--- src/sv/dkl_pkg.sv ---
// Types and constants of the debounced keypad code lock.
`default_nettype none
package dkl_pkg;

	typedef enum logic [1:0] {
		EV_NONE    = 2'd0,
		EV_PRESS   = 2'd1,
		EV_RELEASE = 2'd2
	} ev_kind_t;

	typedef struct packed {
		ev_kind_t   kind;
		logic [3:0] key;
	} dkl_event_t;

	typedef enum logic [1:0] {
		PIC_BLANK = 2'd0,
		PIC_BOX   = 2'd1,
		PIC_HAPPY = 2'd2,
		PIC_SAD   = 2'd3
	} pic_t;

	typedef enum logic [2:0] {
		REG_CODE0    = 3'd0,
		REG_CODE1    = 3'd1,
		REG_CODE2    = 3'd2,
		REG_CODE3    = 3'd3,
		REG_DEBOUNCE = 3'd4,
		REG_BOX      = 3'd5,
		REG_RESULT   = 3'd6
	} reg_idx_t;

	localparam logic [2:0] MODE_IDLE       = 3'd0;
	localparam logic [2:0] MODE_ENTERING   = 3'd1;
	localparam logic [2:0] MODE_VALIDATING = 3'd2;
	localparam logic [2:0] MODE_GRANTED    = 3'd3;
	localparam logic [2:0] MODE_DENIED     = 3'd4;

	localparam logic [3:0] KEY_LAST_DIGIT = 4'd9;
	localparam logic [3:0] KEY_STAR       = 4'd10;

	localparam logic [7:0]  DEBOUNCE_MAX = 8'hFF;
	localparam logic [9:0]  BOX_MAX      = 10'h3FF;
	localparam logic [11:0] RESULT_MAX   = 12'hFFF;

endpackage
`default_nettype wire

--- src/sv/dkl_debounce.sv ---
// Four-state key debouncer producing press and release events.
`default_nettype none
module dkl_debounce
	import dkl_pkg::*;
(
	input  wire logic       clk,
	input  wire logic       arst_n,
	input  wire logic       en,
	input  wire logic       present,
	input  wire logic [3:0] key,
	input  wire logic [7:0] ticks,
	output dkl_event_t      ev
);

	typedef enum logic [3:0] {
		DB_IDLE         = 4'b0001,
		DB_PRESS_WAIT   = 4'b0010,
		DB_PRESSED      = 4'b0100,
		DB_RELEASE_WAIT = 4'b1000
	} db_state_t;

	db_state_t  state_q, state_d;
	logic [3:0] held_q, held_d;
	logic [7:0] elapsed_q, elapsed_d, elapsed_inc;

	assign elapsed_inc = (elapsed_q == DEBOUNCE_MAX) ? elapsed_q : elapsed_q + 8'd1;

	always_comb begin
		state_d   = state_q;
		held_d    = held_q;
		elapsed_d = elapsed_inc;
		ev.kind   = EV_NONE;
		ev.key    = 4'd0;
		case (state_q)
			DB_IDLE: begin
				if (present) begin
					held_d    = key;
					elapsed_d = 8'd0;
					state_d   = DB_PRESS_WAIT;
				end
			end
			DB_PRESS_WAIT: begin
				if (!present) begin
					state_d = DB_IDLE;
				end else if (elapsed_inc >= ticks) begin
					ev.kind = EV_PRESS;
					ev.key  = held_q;
					state_d = DB_PRESSED;
				end
			end
			DB_PRESSED: begin
				if (!present) begin
					elapsed_d = 8'd0;
					state_d   = DB_RELEASE_WAIT;
				end
			end
			DB_RELEASE_WAIT: begin
				if (present) begin
					state_d = DB_PRESSED;
				end else if (elapsed_inc >= ticks) begin
					ev.kind = EV_RELEASE;
					ev.key  = held_q;
					state_d = DB_IDLE;
				end
			end
			default: begin
				state_d = DB_IDLE;
			end
		endcase
	end

	always_ff @(posedge clk or negedge arst_n) begin
		if (!arst_n) begin
			state_q   <= DB_IDLE;
			held_q    <= 4'd0;
			elapsed_q <= 8'd0;
		end else if (en) begin
			state_q   <= state_d;
			held_q    <= held_d;
			elapsed_q <= elapsed_d;
		end
	end

endmodule
`default_nettype wire

--- src/sv/debounced_keypad_code_lock_core.sv ---
// Top level: tick stream in, debounced key events and code lock status out.
//
//  channel | handshake               | payload
//  s_*     | s_tvalid / s_tready     | s_tdata[7:0]  tick: key state
//  m_*     | m_tvalid / m_tready     | m_tdata[15:0] result: event and lock status
//  cfg_*   | cfg_we (no wait)        | cfg_index[2:0], cfg_data[11:0]
//
// One tick per cycle sustained while m_tready stays high.
// A request sits in the input register, then debouncer and lock update as it
// moves into the result register, which only happens while that slot is free.
// A stalled m_tready backs up into s_tready once both registers are full.
// Reset clears control and timers; entry digits stay unknown until written.
`default_nettype none
module debounced_keypad_code_lock_core
	import dkl_pkg::*;
#(
	parameter int CODE_LENGTH = 4
) (
	input  wire logic        clk,
	input  wire logic        arst_n,
	input  wire logic        s_tvalid,
	output logic             s_tready,
	input  wire logic [7:0]  s_tdata,   // [0] key_present, [4:1] key_value, [7:5] zero
	output logic             m_tvalid,
	input  wire logic        m_tready,
	output logic [15:0]      m_tdata,   // [1:0] key_event, [5:2] event_key,
	                                    // [8:6] lock_mode, [10:9] display_pattern,
	                                    // [13:11] digits_entered, [15:14] zero
	input  wire logic        cfg_we,
	input  wire logic [2:0]  cfg_index,
	input  wire logic [11:0] cfg_data
);

	localparam int CW = $clog2(CODE_LENGTH + 1);
	localparam int IW = (CODE_LENGTH > 1) ? $clog2(CODE_LENGTH) : 1;

	typedef enum logic [4:0] {
		LK_IDLE       = 5'b00001,
		LK_ENTERING   = 5'b00010,
		LK_VALIDATING = 5'b00100,
		LK_GRANTED    = 5'b01000,
		LK_DENIED     = 5'b10000
	} lk_state_t;

	// configuration
	logic [3:0]  code_q [4];
	logic [7:0]  db_ticks_q;
	logic [9:0]  box_ticks_q;
	logic [11:0] res_ticks_q;

	always_ff @(posedge clk or negedge arst_n) begin
		if (!arst_n) begin
			code_q[0]   <= 4'd8;
			code_q[1]   <= 4'd3;
			code_q[2]   <= 4'd1;
			code_q[3]   <= 4'd4;
			db_ticks_q  <= 8'd20;
			box_ticks_q <= 10'd300;
			res_ticks_q <= 12'd2000;
		end else if (cfg_we) begin
			case (cfg_index)
				REG_CODE0:    code_q[0]   <= cfg_data[3:0];
				REG_CODE1:    code_q[1]   <= cfg_data[3:0];
				REG_CODE2:    code_q[2]   <= cfg_data[3:0];
				REG_CODE3:    code_q[3]   <= cfg_data[3:0];
				REG_DEBOUNCE: db_ticks_q  <= cfg_data[7:0];
				REG_BOX:      box_ticks_q <= cfg_data[9:0];
				REG_RESULT:   res_ticks_q <= cfg_data;
				default: ;
			endcase
		end
	end

	// input register and handshake
	logic       valid_s1;
	logic       present_s1;
	logic [3:0] key_s1;
	logic       advance;

	assign advance  = valid_s1 && (!m_tvalid || m_tready);
	assign s_tready = !valid_s1 || advance;

	always_ff @(posedge clk or negedge arst_n) begin
		if (!arst_n) begin
			valid_s1 <= 1'b0;
		end else if (s_tready) begin
			valid_s1 <= s_tvalid;
		end
	end

	always_ff @(posedge clk) begin
		if (s_tvalid && s_tready) begin
			present_s1 <= s_tdata[0];
			key_s1     <= s_tdata[4:1];
		end
	end

	dkl_event_t ev;

	dkl_debounce u_debounce (
		.clk     (clk),
		.arst_n  (arst_n),
		.en      (advance),
		.present (present_s1),
		.key     (key_s1),
		.ticks   (db_ticks_q),
		.ev      (ev)
	);

	// code lock
	lk_state_t     phase_q, phase_d;
	pic_t          pic_q, pic_d;
	logic [CW-1:0] count_q, count_d;
	logic [9:0]    box_q, box_d, box_inc;
	logic [11:0]   res_q, res_d, res_inc;
	logic [3:0]    entry_q [CODE_LENGTH];
	logic          entry_we;
	logic [IW-1:0] entry_idx;
	logic          press, digit, star, match;

	assign box_inc = (box_q == BOX_MAX) ? box_q : box_q + 10'd1;
	assign res_inc = (res_q == RESULT_MAX) ? res_q : res_q + 12'd1;
	assign press   = (ev.kind == EV_PRESS);
	assign digit   = press && (ev.key <= KEY_LAST_DIGIT);
	assign star    = press && (ev.key == KEY_STAR);

	always_comb begin
		match = 1'b1;
		for (int i = 0; i < CODE_LENGTH; i++) begin
			if (entry_q[i] != code_q[i % 4]) match = 1'b0;
		end
	end

	always_comb begin
		phase_d   = phase_q;
		pic_d     = pic_q;
		count_d   = count_q;
		box_d     = box_inc;
		res_d     = res_inc;
		entry_we  = 1'b0;
		entry_idx = '0;
		case (phase_q)
			LK_IDLE: begin
				if (digit) begin
					entry_we = 1'b1;
					count_d  = CW'(1);
					pic_d    = PIC_BOX;
					box_d    = 10'd0;
					phase_d  = LK_ENTERING;
				end else if (star) begin
					count_d = '0;
					pic_d   = PIC_BLANK;
					phase_d = LK_IDLE;
				end
			end
			LK_ENTERING: begin
				if (box_inc >= box_ticks_q) pic_d = PIC_BLANK;
				if (star) begin
					count_d = '0;
					pic_d   = PIC_BLANK;
					phase_d = LK_IDLE;
				end else if (digit) begin
					if (count_q < CW'(CODE_LENGTH)) begin
						entry_we  = 1'b1;
						entry_idx = count_q[IW-1:0];
						count_d   = count_q + CW'(1);
						pic_d     = PIC_BOX;
						box_d     = 10'd0;
					end
					if (count_d >= CW'(CODE_LENGTH)) phase_d = LK_VALIDATING;
				end
			end
			LK_VALIDATING: begin
				if (box_inc >= box_ticks_q) begin
					if (match) begin
						pic_d   = PIC_HAPPY;
						phase_d = LK_GRANTED;
					end else begin
						pic_d   = PIC_SAD;
						phase_d = LK_DENIED;
					end
					res_d = 12'd0;
				end
			end
			LK_GRANTED, LK_DENIED: begin
				if (res_inc >= res_ticks_q) begin
					count_d = '0;
					pic_d   = PIC_BLANK;
					phase_d = LK_IDLE;
				end
			end
			default: begin
				phase_d = LK_IDLE;
			end
		endcase
	end

	always_ff @(posedge clk or negedge arst_n) begin
		if (!arst_n) begin
			phase_q <= LK_IDLE;
			pic_q   <= PIC_BLANK;
			count_q <= '0;
			box_q   <= 10'd0;
			res_q   <= 12'd0;
		end else if (advance) begin
			phase_q <= phase_d;
			pic_q   <= pic_d;
			count_q <= count_d;
			box_q   <= box_d;
			res_q   <= res_d;
		end
	end

	always_ff @(posedge clk) begin
		if (advance && entry_we) entry_q[entry_idx] <= ev.key;
	end

	logic [2:0] mode_d;

	always_comb begin
		case (phase_d)
			LK_IDLE:       mode_d = MODE_IDLE;
			LK_ENTERING:   mode_d = MODE_ENTERING;
			LK_VALIDATING: mode_d = MODE_VALIDATING;
			LK_GRANTED:    mode_d = MODE_GRANTED;
			LK_DENIED:     mode_d = MODE_DENIED;
			default:       mode_d = MODE_IDLE;
		endcase
	end

	// result register
	always_ff @(posedge clk or negedge arst_n) begin
		if (!arst_n) begin
			m_tvalid <= 1'b0;
		end else if (advance) begin
			m_tvalid <= 1'b1;
		end else if (m_tready) begin
			m_tvalid <= 1'b0;
		end
	end

	always_ff @(posedge clk) begin
		if (advance) begin
			m_tdata <= {2'b00, 3'(count_d), pic_d, mode_d, ev.key, ev.kind};
		end
	end

endmodule
`default_nettype wire

--- config.mk ---
export PLATFORM = sky130hd
export DESIGN_NAME = debounced_keypad_code_lock_core
export DESIGN_NICKNAME = d
export VERILOG_FILES = /design/src/sv/dkl_pkg.sv /design/src/sv/dkl_debounce.sv /design/src/sv/debounced_keypad_code_lock_core.sv
export SDC_FILE = /design/constraint.sdc
export NUM_CORES = 1
export LEC_CHECK = 0
export ABC_AREA = 0
export ABC_CLOCK_PERIOD_IN_PS = 3400
export BUFFER_PORTS_ARGS = -buffer_cell sky130_fd_sc_hd__buf_2
export CELL_PAD_IN_SITES_DETAIL_PLACEMENT = 1
export CELL_PAD_IN_SITES_GLOBAL_PLACEMENT = 1
export CORE_MARGIN = 1.5
export CORE_UTILIZATION = 44
export DETAILED_ROUTE_END_ITERATION = 10
export PLACE_DENSITY_LB_ADDON = 0.1
export SLEW_MARGIN = 0
export SYNTH_ARGS = -nofsm -noshare
export SYNTH_HDL_FRONTEND = slang
export SYNTH_SLANG_ARGS = --single-unit
--- constraint.sdc ---
create_clock -name clk -period 3.4 [get_ports clk]
set_input_delay 0.85 -clock clk [delete_from_list [all_inputs] [get_ports clk]]
set_output_delay 0.85 -clock clk [all_outputs]
set_load 0.05 [all_outputs]
==> results.toml <==
[drt]
drt_pass1_iterations = 4
drt-initial-drc-count = 174
wire_length_per_cell_after_detailed_routing_um = 18.65
via_count = 5445
via_per_inst = 5.483
detail_route.drc_violations = 0
drt_wl_total_um = 18520
ant_nets = 0

[synth]
netlist-cell-type-count = 70
synth_top_area_share = 0.2744
most_used_flip_flop_cell_after_synthesis = "sky130_fd_sc_hd__dfrtp_1"
ys_async_sr_fraction = 0.7328
synthDominantAreaCellType = "sky130_fd_sc_hd__dfrtp_1"
ys_seq_elements = 131
synth_compound_area_frac = 0.1267
most_instantiated_library_cell_after_synthesis = "sky130_fd_sc_hd__nand2_1"
number_of_synthesized_flops_with_an_enable_pin = 35
synth_top_family_by_area = "simple AND/OR/NAND/NOR gates"
simple_gate_fraction_of_synth_area = 0.1671
synthesis.area_per_instance_um2 = 10.62
yosys-mux-area-fraction = 0.07520
synth_commonest_cells = "sky130_fd_sc_hd__nand2_1 (78), sky130_fd_sc_hd__dfrtp_1 (77), sky130_fd_sc_hd__mux2_2 (46)"
yosys_warnings = 0
syn_inst = 661
synth-seq-area-share = 0.4952
synthXorXnorAreaFrac = 0.03867
synthTopCellsByArea = "sky130_fd_sc_hd__dfrtp_1 (27%), sky130_fd_sc_hd__edfxtp_1 (15%), sky130_fd_sc_hd__mux2_2 (7.4%), sky130_fd_sc_hd__dfstp_2 (7.1%), sky130_fd_sc_hd__ha_1 (6.2%)"
synth_adder_area_share = 0.06237
syn_area_um2 = 7022

[timing]
post-route-period-util = 0.9936
timing_max_transition_violations_final = 0
setup_violations = 0
finalCriticalPeriod_ns = 3.378
maxClockFrequency_mhz = 296.0
worst_clock_skew_ns = 0.007892
number_of_endpoints_with_negative_hold_slack_in_the_final_report = 0
post-route-worst-setup-slack_ns = 0.02172
relSlewSlack = 0.2626
least_margin_pin_slew_ns = 1.106
unrepaired_setup_endpoints_after_global_routing = "true"
final.hold.worst_slack_ns = 0.4132

[critical_path]
timing.critical_path.fanout_max = 5
cp.arrival_ns = 3.53
critPathRequiredTime_ns = 3.55
critPathKind = "flip-flop to flip-flop"
setup_crit_start_kind = "flip-flop"
critical_path.endpoint_type = "flip-flop"

[layout]
area_growth_syn_to_layout_pct = 24.73
finalNetCount = 832
post_route_cells_drive_above_1_share = 0.3465
antennaDiodeCount = 0
filler_instances = 1685

[grt]
globalRoute.totalOverflow = 0
groute.usage.overall = 0.2332
grt_pass1_vias = 5793
wire_length_of_the_first_global_routing_pass_um = 29690
antenna_found_initial = 0
largest_net_degree_at_the_start_of_global_routing = 41

[die]
floorplan.initialDensity = 0.4568
design.portCount = 46
rows = 45
die_h_um = 129.3
floorplan.die.width_um = 129.3
placeable_core_region_um2 = 15370
die-area_um2 = 16730

[placement]
port_buffers = 40
detailed_place_hpwl_um = 13040
place_congestion = 0.8911
pre_cts_slack_ns = -0.08987

[clock_tree]
tritoncts = "built"
clock_tree.buffer_depth = 2
cts.root.buffer_cell = "sky130_fd_sc_hd__clkbuf_16"
tritoncts.num_buffers = 17
path_clk_slew_ns = 0.06
cts_htree_levels = 4
worst_skew_pair.late_latency_ns = 0.42
numClockSinks = 131

[pwr]
pwr_density_cell_nw_per_um2 = 687.7
max-vdd-ir-drop_mv = 0.4713
power_leakage_nw = 3.748

[min_path]
hold_class = "primary input to asynchronous set/reset pin"

[status]
run_status = "finished clean"

[run]
cap_viol_max_count = 0
## cells in the final DEF, fill, tap and decap left out, types with 11 or more instances in the layout
cell / synthesis / routed
sky130_fd_sc_hd__a21oi_1: 26 / 23
sky130_fd_sc_hd__a22o_1: 13 / 13
sky130_fd_sc_hd__buf_2: 3 / 39
sky130_fd_sc_hd__buf_4: 3 / 65
sky130_fd_sc_hd__clkbuf_16: 0 / 17
sky130_fd_sc_hd__dfrtp_1: 77 / 74
sky130_fd_sc_hd__dfstp_2: 19 / 19
sky130_fd_sc_hd__edfxtp_1: 35 / 35
sky130_fd_sc_hd__ha_1: 35 / 24
sky130_fd_sc_hd__inv_1: 38 / 38
sky130_fd_sc_hd__mux2_2: 46 / 45
sky130_fd_sc_hd__nand2_1: 78 / 73
sky130_fd_sc_hd__nand3_1: 21 / 20
sky130_fd_sc_hd__nor2_1: 43 / 38
sky130_fd_sc_hd__nor3_1: 14 / 11
sky130_fd_sc_hd__o21ai_0: 22 / 20
sky130_fd_sc_hd__o21ai_1: 16 / 18
sky130_fd_sc_hd__xor2_1: 22 / 21
## power by group
group          internal [mW]  switching (mW)
registers               1.98           0.278
clock network          0.937           0.732
logic                  0.926            1.17
total                   3.84            2.18
## per-layer routing
| metal | vias up | track usage | routed length (um) |
|---|---|---|---|
| li1 | 2587 | - | - |
| met1 | 2757 | 0.3002 | 8320 |
| met2 | 73 | 0.4018 | 9467 |
| met3 | 28 | 0.04211 | 399 |
| met4 | 0 | 0.07006 | 334 |
| met5 | - | 0 | 0 |
## what timing repair did
| action | in CTS | in global routing |
|---|---|---|
| hold buffers | 0 | 0 |
| setup endpoints to repair | 32 | 77 |
| pin swaps | 6 | 32 |
| cloned | 0 | 0 |
| buffers inserted | 3 | 13 |
| gates resized for setup | 11 | 49 |
## state kept, by name, summed over array words and instances (netlist names)
name                  count
present_s1                1
u_debounce.held_q         4
box_q                    10
db_ticks_q                8
m_tvalid                  1
box_ticks_q              10
m_tdata                  14
code_q                   16
valid_s1                  1
count_q                   3
entry_q                  16
res_ticks_q              12
res_q                    12
u_debounce.state_q        4
key_s1                    4
pic_q                     2
phase_q                   5
u_debounce.elapsed_q      8
## layout make-up
class / count / area, um2 / share of cell area
Multi-Input combinational cell: 473 / 3613 / 0.4126
Clock inverter: 14 / 106.4 / 0.01214
Sequential cell: 131 / 3481 / 0.3974
Timing Repair Buffer: 106 / 714.4 / 0.08157
Clock buffer: 18 / 429.2 / 0.04900
Inverter: 40 / 150.1 / 0.01714
Tap cell: 211 / 264.0 / 0.03014
## worst max-delay path, stage by stage, from the launching register on
cell and delay, ns:
sky130_fd_sc_hd__dfrtp_1 0.36, sky130_fd_sc_hd__ha_2 0.19, sky130_fd_sc_hd__nand3_2 0.09, sky130_fd_sc_hd__nor2_2 0.13, sky130_fd_sc_hd__nand2_2 0.13, sky130_fd_sc_hd__mux2_4 0.35, sky130_fd_sc_hd__ha_4 0.28, sky130_fd_sc_hd__a2111oi_4 0.08
sky130_fd_sc_hd__buf_4 0.15, sky130_fd_sc_hd__o31a_4 0.39, sky130_fd_sc_hd__nor4_4 0.34, sky130_fd_sc_hd__nor2_2 0.13, sky130_fd_sc_hd__o41ai_2 0.32, sky130_fd_sc_hd__nand2_1 0.15
## path summary, 6_finish.rpt
check                                        start                   end  slack [ns]  cells after the start
max reg2reg                u_debounce.elapsed_q[1]            m_tdata[9]        0.02                     13
max in group asynchronous                   arst_n             code_q[8]        2.21                      2
max                        u_debounce.elapsed_q[1]            m_tdata[9]        0.02                     13
min in group clk                         key_s1[1]  u_debounce.held_q[1]        0.45                      2
min                                         arst_n              box_q[5]        0.41                      1
min reg2reg                              key_s1[1]  u_debounce.held_q[1]        0.45                      2
## cell families after synthesis
kind of cell,after synthesis
other,1
adders and majority gates,35
and+or+nand+nor,229
xor gates and xnor gates,31
buffers and inverters,58
AOI/OAI and AO/OA,129
DFF,131
muxes,47
## metrics by stage
step | util | cells | TNS, ns | instance area (um2) | total power [mW]
after global placement | 0.5068 | 945 | -0.05013 | 7790 | 3.972
after global routing | 0.5698 | 993 | -1.164 | 8758 | 6.386
after CTS | 0.5469 | 980 | 0 | 8407 | 5.878
final | 0.5698 | 993 | 0 | 8758 | 6.024
after detailed placement | 0.5068 | 945 | -0.8120 | 7790 | 4.096
after floorplan | - | 662 | 0 | 7025 | 3.462
Note: power is estimated with default switching activity, not from simulation.
